**config.mk**
```make
export PLATFORM = sky130hd
export DESIGN_NAME = sas_fifo
export DESIGN_NICKNAME = d
export VERILOG_FILES = /design/src/design/sas_pkg.sv /design/src/design/sas_fifo.sv
export SDC_FILE = /design/constraint.sdc
export NUM_CORES = 1
export LEC_CHECK = 0
export BUFFER_PORTS_ARGS = -buffer_cell sky130_fd_sc_hd__buf_4
export CORE_AREA = 2 2 177 179
export CTS_BUF_LIST = sky130_fd_sc_hd__clkbuf_4 sky130_fd_sc_hd__clkbuf_8 sky130_fd_sc_hd__clkbuf_16
export CTS_CLUSTER_SIZE = 24
export DETAILED_ROUTE_END_ITERATION = 7
export DIE_AREA = 0 0 179 181
export PLACE_DENSITY = 0.71
export SKIP_LAST_GASP = 1
export SLEW_MARGIN = 20
export SYNTH_ARGS = -nofsm -noshare
export SYNTH_HDL_FRONTEND = slang
export SYNTH_SLANG_ARGS = --single-unit
```
**constraint.sdc**
```tcl
create_clock -name aclk -period 3.5 [get_ports aclk]
set_clock_uncertainty 0.05 [all_clocks]
set_input_delay 0.35 -clock aclk [delete_from_list [all_inputs] [get_ports aclk]]
set_output_delay 0.35 -clock aclk [all_outputs]
set_load 0.1 [all_outputs]
```
**src/design/sas_pkg.sv**
```systemverilog
package sas_pkg;

    typedef struct packed {
        logic signed [31:0] pos_x;
        logic signed [31:0] pos_y;
        logic signed [31:0] pos_z;
        logic signed [23:0] scatter_factor;
        logic               last_atom;
    } sas_in_t;

    typedef struct packed {
        logic signed [47:0] amp_real;
        logic signed [47:0] amp_imag;
        logic               saturated;
    } sas_out_t;

    // Phase word handed from front to back: raw Q28.38 sum plus payload
    typedef struct packed {
        logic signed [65:0] phase;
        logic signed [23:0] factor;
        logic               last;
    } sas_job_t;

    typedef enum logic [2:0] {
        BK_IDLE,
        BK_MUL,
        BK_QM,
        BK_WRAP,
        BK_ROT,
        BK_ACC
    } sas_bk_state_t;

    localparam int CORDIC_STEPS = 30;
    localparam int FIFO_DEPTH   = 4;
    localparam logic        [63:0] TWO_PI_Q38   = 64'd1727108826179;
    localparam logic signed [35:0] PI_Q30       = 36'sd3373259426;
    localparam logic signed [35:0] HALF_PI_Q30  = 36'sd1686629713;
    localparam logic signed [35:0] TWO_PI_Q30   = 36'sd6746518852;
    localparam logic signed [33:0] CORDIC_K_Q30 = 34'sd652032874;
    localparam logic signed [47:0] ACC_MAX      = 48'sh7FFF_FFFF_FFFF;
    localparam logic signed [47:0] ACC_MIN      = 48'sh8000_0000_0000;
    localparam logic signed [24:0] TRIG_ONE     = 25'sd4194304;

    // Whole number of turns above 2^62: lifts any phase sum to a positive value
    localparam logic [63:0] PHASE_BIAS =
        ((64'd1 << 62) + TWO_PI_Q38 - 64'd1) / TWO_PI_Q38 * TWO_PI_Q38;
    // floor(2^72 / 2pi_Q38): turns estimate from the top 31 bits of the phase
    localparam logic [31:0] RECIP_Q72 = 32'((73'd1 << 72) / 73'(TWO_PI_Q38));

    localparam logic [1:0] REG_Q_X = 2'd0;
    localparam logic [1:0] REG_Q_Y = 2'd1;
    localparam logic [1:0] REG_Q_Z = 2'd2;

    function automatic logic [29:0] atan_q30(input logic [4:0] i);
        case (i)
            5'd0:  atan_q30 = 30'd843314856;
            5'd1:  atan_q30 = 30'd497837829;
            5'd2:  atan_q30 = 30'd263043836;
            5'd3:  atan_q30 = 30'd133525158;
            5'd4:  atan_q30 = 30'd67021686;
            5'd5:  atan_q30 = 30'd33543515;
            5'd6:  atan_q30 = 30'd16775850;
            5'd7:  atan_q30 = 30'd8388437;
            5'd8:  atan_q30 = 30'd4194282;
            5'd9:  atan_q30 = 30'd2097149;
            5'd10: atan_q30 = 30'd1048575;
            5'd11: atan_q30 = 30'd524287;
            5'd12: atan_q30 = 30'd262143;
            5'd13: atan_q30 = 30'd131071;
            5'd14: atan_q30 = 30'd65535;
            5'd15: atan_q30 = 30'd32767;
            5'd16: atan_q30 = 30'd16383;
            5'd17: atan_q30 = 30'd8191;
            5'd18: atan_q30 = 30'd4095;
            5'd19: atan_q30 = 30'd2047;
            5'd20: atan_q30 = 30'd1023;
            5'd21: atan_q30 = 30'd511;
            5'd22: atan_q30 = 30'd255;
            5'd23: atan_q30 = 30'd127;
            5'd24: atan_q30 = 30'd63;
            5'd25: atan_q30 = 30'd31;
            5'd26: atan_q30 = 30'd15;
            5'd27: atan_q30 = 30'd7;
            5'd28: atan_q30 = 30'd3;
            5'd29: atan_q30 = 30'd1;
            default: atan_q30 = 30'd0;
        endcase
    endfunction

endpackage

```
**src/design/sas_fifo.sv**
```systemverilog
module sas_fifo
    import sas_pkg::*;
#(
    parameter int DEPTH = FIFO_DEPTH
) (
    input  logic     aclk,
    input  logic     aresetn,
    input  logic     wr_valid,
    output logic     wr_ready,
    input  sas_job_t wr_word,
    output logic     rd_valid,
    input  logic     rd_ready,
    output sas_job_t rd_word
);

    localparam int AW = (DEPTH > 1) ? $clog2(DEPTH) : 1;

    sas_job_t          mem_reg [DEPTH];
    logic [AW-1:0]     wp_reg, rp_reg;
    logic [AW:0]       cnt_reg;
    logic              push, pop;

    assign wr_ready = cnt_reg != (AW+1)'(DEPTH);
    assign rd_valid = cnt_reg != '0;
    assign push     = wr_valid && wr_ready;
    assign pop      = rd_valid && rd_ready;
    assign rd_word  = mem_reg[rp_reg];

    // Hold queued words; wrap pointers at the depth
    always_ff @(posedge aclk) begin
        if (!aresetn) begin
            wp_reg  <= '0;
            rp_reg  <= '0;
            cnt_reg <= '0;
        end else begin
            if (push) begin
                wp_reg <= (wp_reg == AW'(DEPTH-1)) ? '0 : wp_reg + 1'b1;
            end
            if (pop) begin
                rp_reg <= (rp_reg == AW'(DEPTH-1)) ? '0 : rp_reg + 1'b1;
            end
            cnt_reg <= cnt_reg + (AW+1)'(push) - (AW+1)'(pop);
        end
        if (push) begin
            mem_reg[wp_reg] <= wr_word;
        end
    end

`ifndef NO_ASSERTIONS
    a_no_overflow: assert property (@(posedge aclk) disable iff (!aresetn)
        cnt_reg <= (AW+1)'(DEPTH)) else $error("queue count over depth");
    a_pop_dec: assert property (@(posedge aclk) disable iff (!aresetn)
        pop && !push |=> cnt_reg == $past(cnt_reg) - 1'b1) else $error("pop miscounted");
    a_push_inc: assert property (@(posedge aclk) disable iff (!aresetn)
        push && !pop |=> cnt_reg == $past(cnt_reg) + 1'b1) else $error("push miscounted");
`endif

endmodule

```
==> run_results.csv <==
group,metric,value,unit
place,portBuffers,187,
worst_setup_path,critPathKind,"reg -> out",
sta,drv_slew,0,
sta,tightest_slew,0.680,ns
floorplanning,ios,188,
clock_network,postCtsResizedCells,0,
worst_setup_path,worstPathRequired,3.10,ns
synth,yosysMostFrequentCell,"edfxtp_1",
synth,yosys.area.top_type,"edfxtp_1",
worst_setup_path,timing.rr.end,"cnt_reg[2]",
drt,avgRoutedWirePerCell,20.7,microns
synth,synth_ff_type,"edfxtp_1",
worst_setup_path,startpoint_type,"register",
synth,ys_warn_count,0,
clock_network,cts_root_buffer,"clkbuf_16",
clock_network,cts_made_buffers,39,
sta,min_period_over_period,78.8,%
grt,grt_max_degree,64,
synth,synthesis.area,13600,sq um
sta,tns,0,ns
synth,synth_edf_count,364,
synth,syn_nets,630,
drt,via_per_inst,5.17,
layout,fillCellCount,2134,
power_and_ir_drop,total_power,15.4,mW
place,hpwl,14800,microns
worst_setup_path,crit_arrival,2.36,ns
power_and_ir_drop,p_per_area,874,nW/um^2
worst_setup_path,ff2ff_path_depth,11,
synth,synth_common_cells,"364 x edfxtp_1, 91 x mux4_2, 9 x buf_4, 9 x dfxtp_1, 8 x clkbuf_1",
drt,first_pass_iters,4,
sta,finalSetupViolCount,0,
synth,syn_area_per_cell,25.8,sq um
floorplanning,die_h,181,microns
grt,antenna_found_initial,1,
worst_hold_path,min_to,"cnt_reg[1]",
sta,grt_setup_unrepaired,"false",
clock_network,clk_pin_slew,0.06,ns
layout,drive_gt1_share,41.2,%
synth,synthDistinctLibCells,27,
floorplanning,die_w,179,microns
worst_setup_path,worstReg2RegStart,"cnt_reg[1]",
floorplanning,core,30300,sq um
sta,clock.fmax,0.363,GHz
drt,drt_wl_total,26000,microns
worst_setup_path,cp_max_fo,35,
drt,drtAntennaViolNets,0,
status,status,"complete, no violations",
drt,drc,0,
drt,wl_met1,10700,microns
layout,finalNetCount,934,
power_and_ir_drop,max-vdd-ir-drop,0.000639,V
floorplanning,die_area,32400,sq um
layout,largest_reg_flops,364,
drt,dr_wl_met2,13300,microns
drt,num_vias,6489,
synth,ys_seq_area_share,81.8,%
sta,slew_headroom,54.7,%
worst_hold_path,worstHoldPathCells,2,
drt,wl_met3,1610,microns
floorplanning,start_util,44.7,%
place,gp_congestion,0.739,
worst_setup_path,critPathCaptureType,"output port",
drt,top_layer_used,"met4",
sta,hold_viol,0,
power_and_ir_drop,power.leakage,5.98,nW
place,place_inst,1095,
run,maxCapViolations,0,
worst_setup_path,reg2reg_slack,0.87,ns
synth,synth_area_leaders,"edfxtp_1 80%, mux4_2 15%, dfxtp_1 1.3%, ha_1 0.64%, buf_4 0.50%",
clock_network,cts_tree,"built",
layout,final_cells,1254,
worst_hold_path,hp-class,"in -> reg",
synth,synth_cells,527,
synth,synth_seq_cells,373,
grt,grt_usage,16.1,%
sta,min_period,2.76,ns
grt,grt_pass1_wl,39600,microns
clock_network,h-tree-depth,2,
layout,area_delta_synth_final,30.0,%
grt,grt_pass1_vias,7068,
clock_network,cts_buffer_depth,3,
synth,synthArstFlopShare,0,%
clock_network,clock_latency,0.52,ns
drt,drt_iter0_markers,398,
grt,grt_overflow,0,
worst_hold_path,min-delay-start,"aresetn",
synth,synth_top_area_share,80.5,%
floorplanning,rows,64,
clock_network,clock-sinks,373,
==> routing by layer <==
metal	vias to the layer above	track usage (%)
met4	0	4.23
met5	-	0
met1	3368	21.1
met2	222	27.2
met3	36	3.45
li1	2863	-
==> layout by cell type, fill, tap and decap left out, types with 2 or more instances in the layout <==
cell type      count
inv_1              6
mux4_2            91
nor2_1             2
dlygate4sd3_1     91
buf_12             7
dfxtp_4            2
clkinv_2           6
ha_1               7
o21ai_0            2
dfxtp_1            7
nand3_1            2
inv_6              2
clkbuf_4           8
edfxtp_1         364
bufinv_16          2
xnor2_1            2
buf_4            187
clkinv_1           7
and2_1             2
and3_4             4
nand2_1            5
clkbuf_16         40
==> through the flow <==
stage | area (sq um) | hold WS [ns] | util, % | setup WS (ns)
2_1_floorplan | 13600 | 0.399 | - | 0.00324
3_3_place_gp | 15500 | 0.427 | 51.1 | 1.00
3_5_place_dp | 15500 | 0.472 | 51.1 | 0.877
4_1_cts | 17600 | 0.0562 | 58.2 | 0.664
5_1_grt | 17700 | 0.0682 | 58.2 | 0.590
6_report | 17700 | 0.0814 | 58.2 | 0.743
==> logic make-up (layout without fill, tap and decap cells) <==
kind of cell	Yosys count	after routing	share of synthesized area, %
AOI/OAI and AO/OA	4	4	0.166
xor gates and xnor gates	2	2	0.129
adders and majority gates	8	8	0.792
buffers and inverters	28	358	1.10
DFF	373	373	81.8
muxes	92	92	15.2
other	0	1	0
and+or+nand+nor	20	20	0.838
==> layout make-up <==
type                       count  area [sq um]  share of cell area (%)
clock buffer                  48          1060                    6.01
multi-input combinational    126          2340                    13.2
clock inverter                19           158                   0.893
inverter                       6          22.5                   0.128
sequential                   373         11100                    63.0
tap                          396           495                    2.81
antenna                        1          2.50                  0.0142
timing repair buffer         285          2450                    13.9
==> where the power goes <==
| part | internal, mW | total, mW | switching (mW) | leakage [nW] |
|---|---|---|---|---|
| clock | 2.30 | 3.88 | 1.58 | 0.609 |
| sequential | 5.41 | 5.60 | 0.188 | 3.41 |
| combinational | 1.51 | 5.95 | 4.43 | 1.97 |
==> timing repair <==
item | CTS | global route
buffers inserted | 0 | 0
hold endpoints to repair | 364 | 0
hold buffers | 91 | 0
==> worst max-delay path by stage <==
stage	from	cells after the start	endpoint	slack [ns]
after floorplan	cnt_reg[1]	3	mem_reg[1][0]	0.003
after global placement	cnt_reg[1]	11	cnt_reg[2]	1.00
after detailed placement	cnt_reg[1]	11	cnt_reg[2]	0.88
after CTS	register	3	rd_word[37]	0.66
after global routing	register	3	rd_word[38]	0.59
final	register	3	rd_word[38]	0.74
==> critical path, stage by stage (launching register included) <==
cell	delay [ns]
dfxtp_4	0.62
buf_12	0.33
mux4_2	0.58
buf_4	0.25
Note: power is estimated with default switching activity, not from simulation.
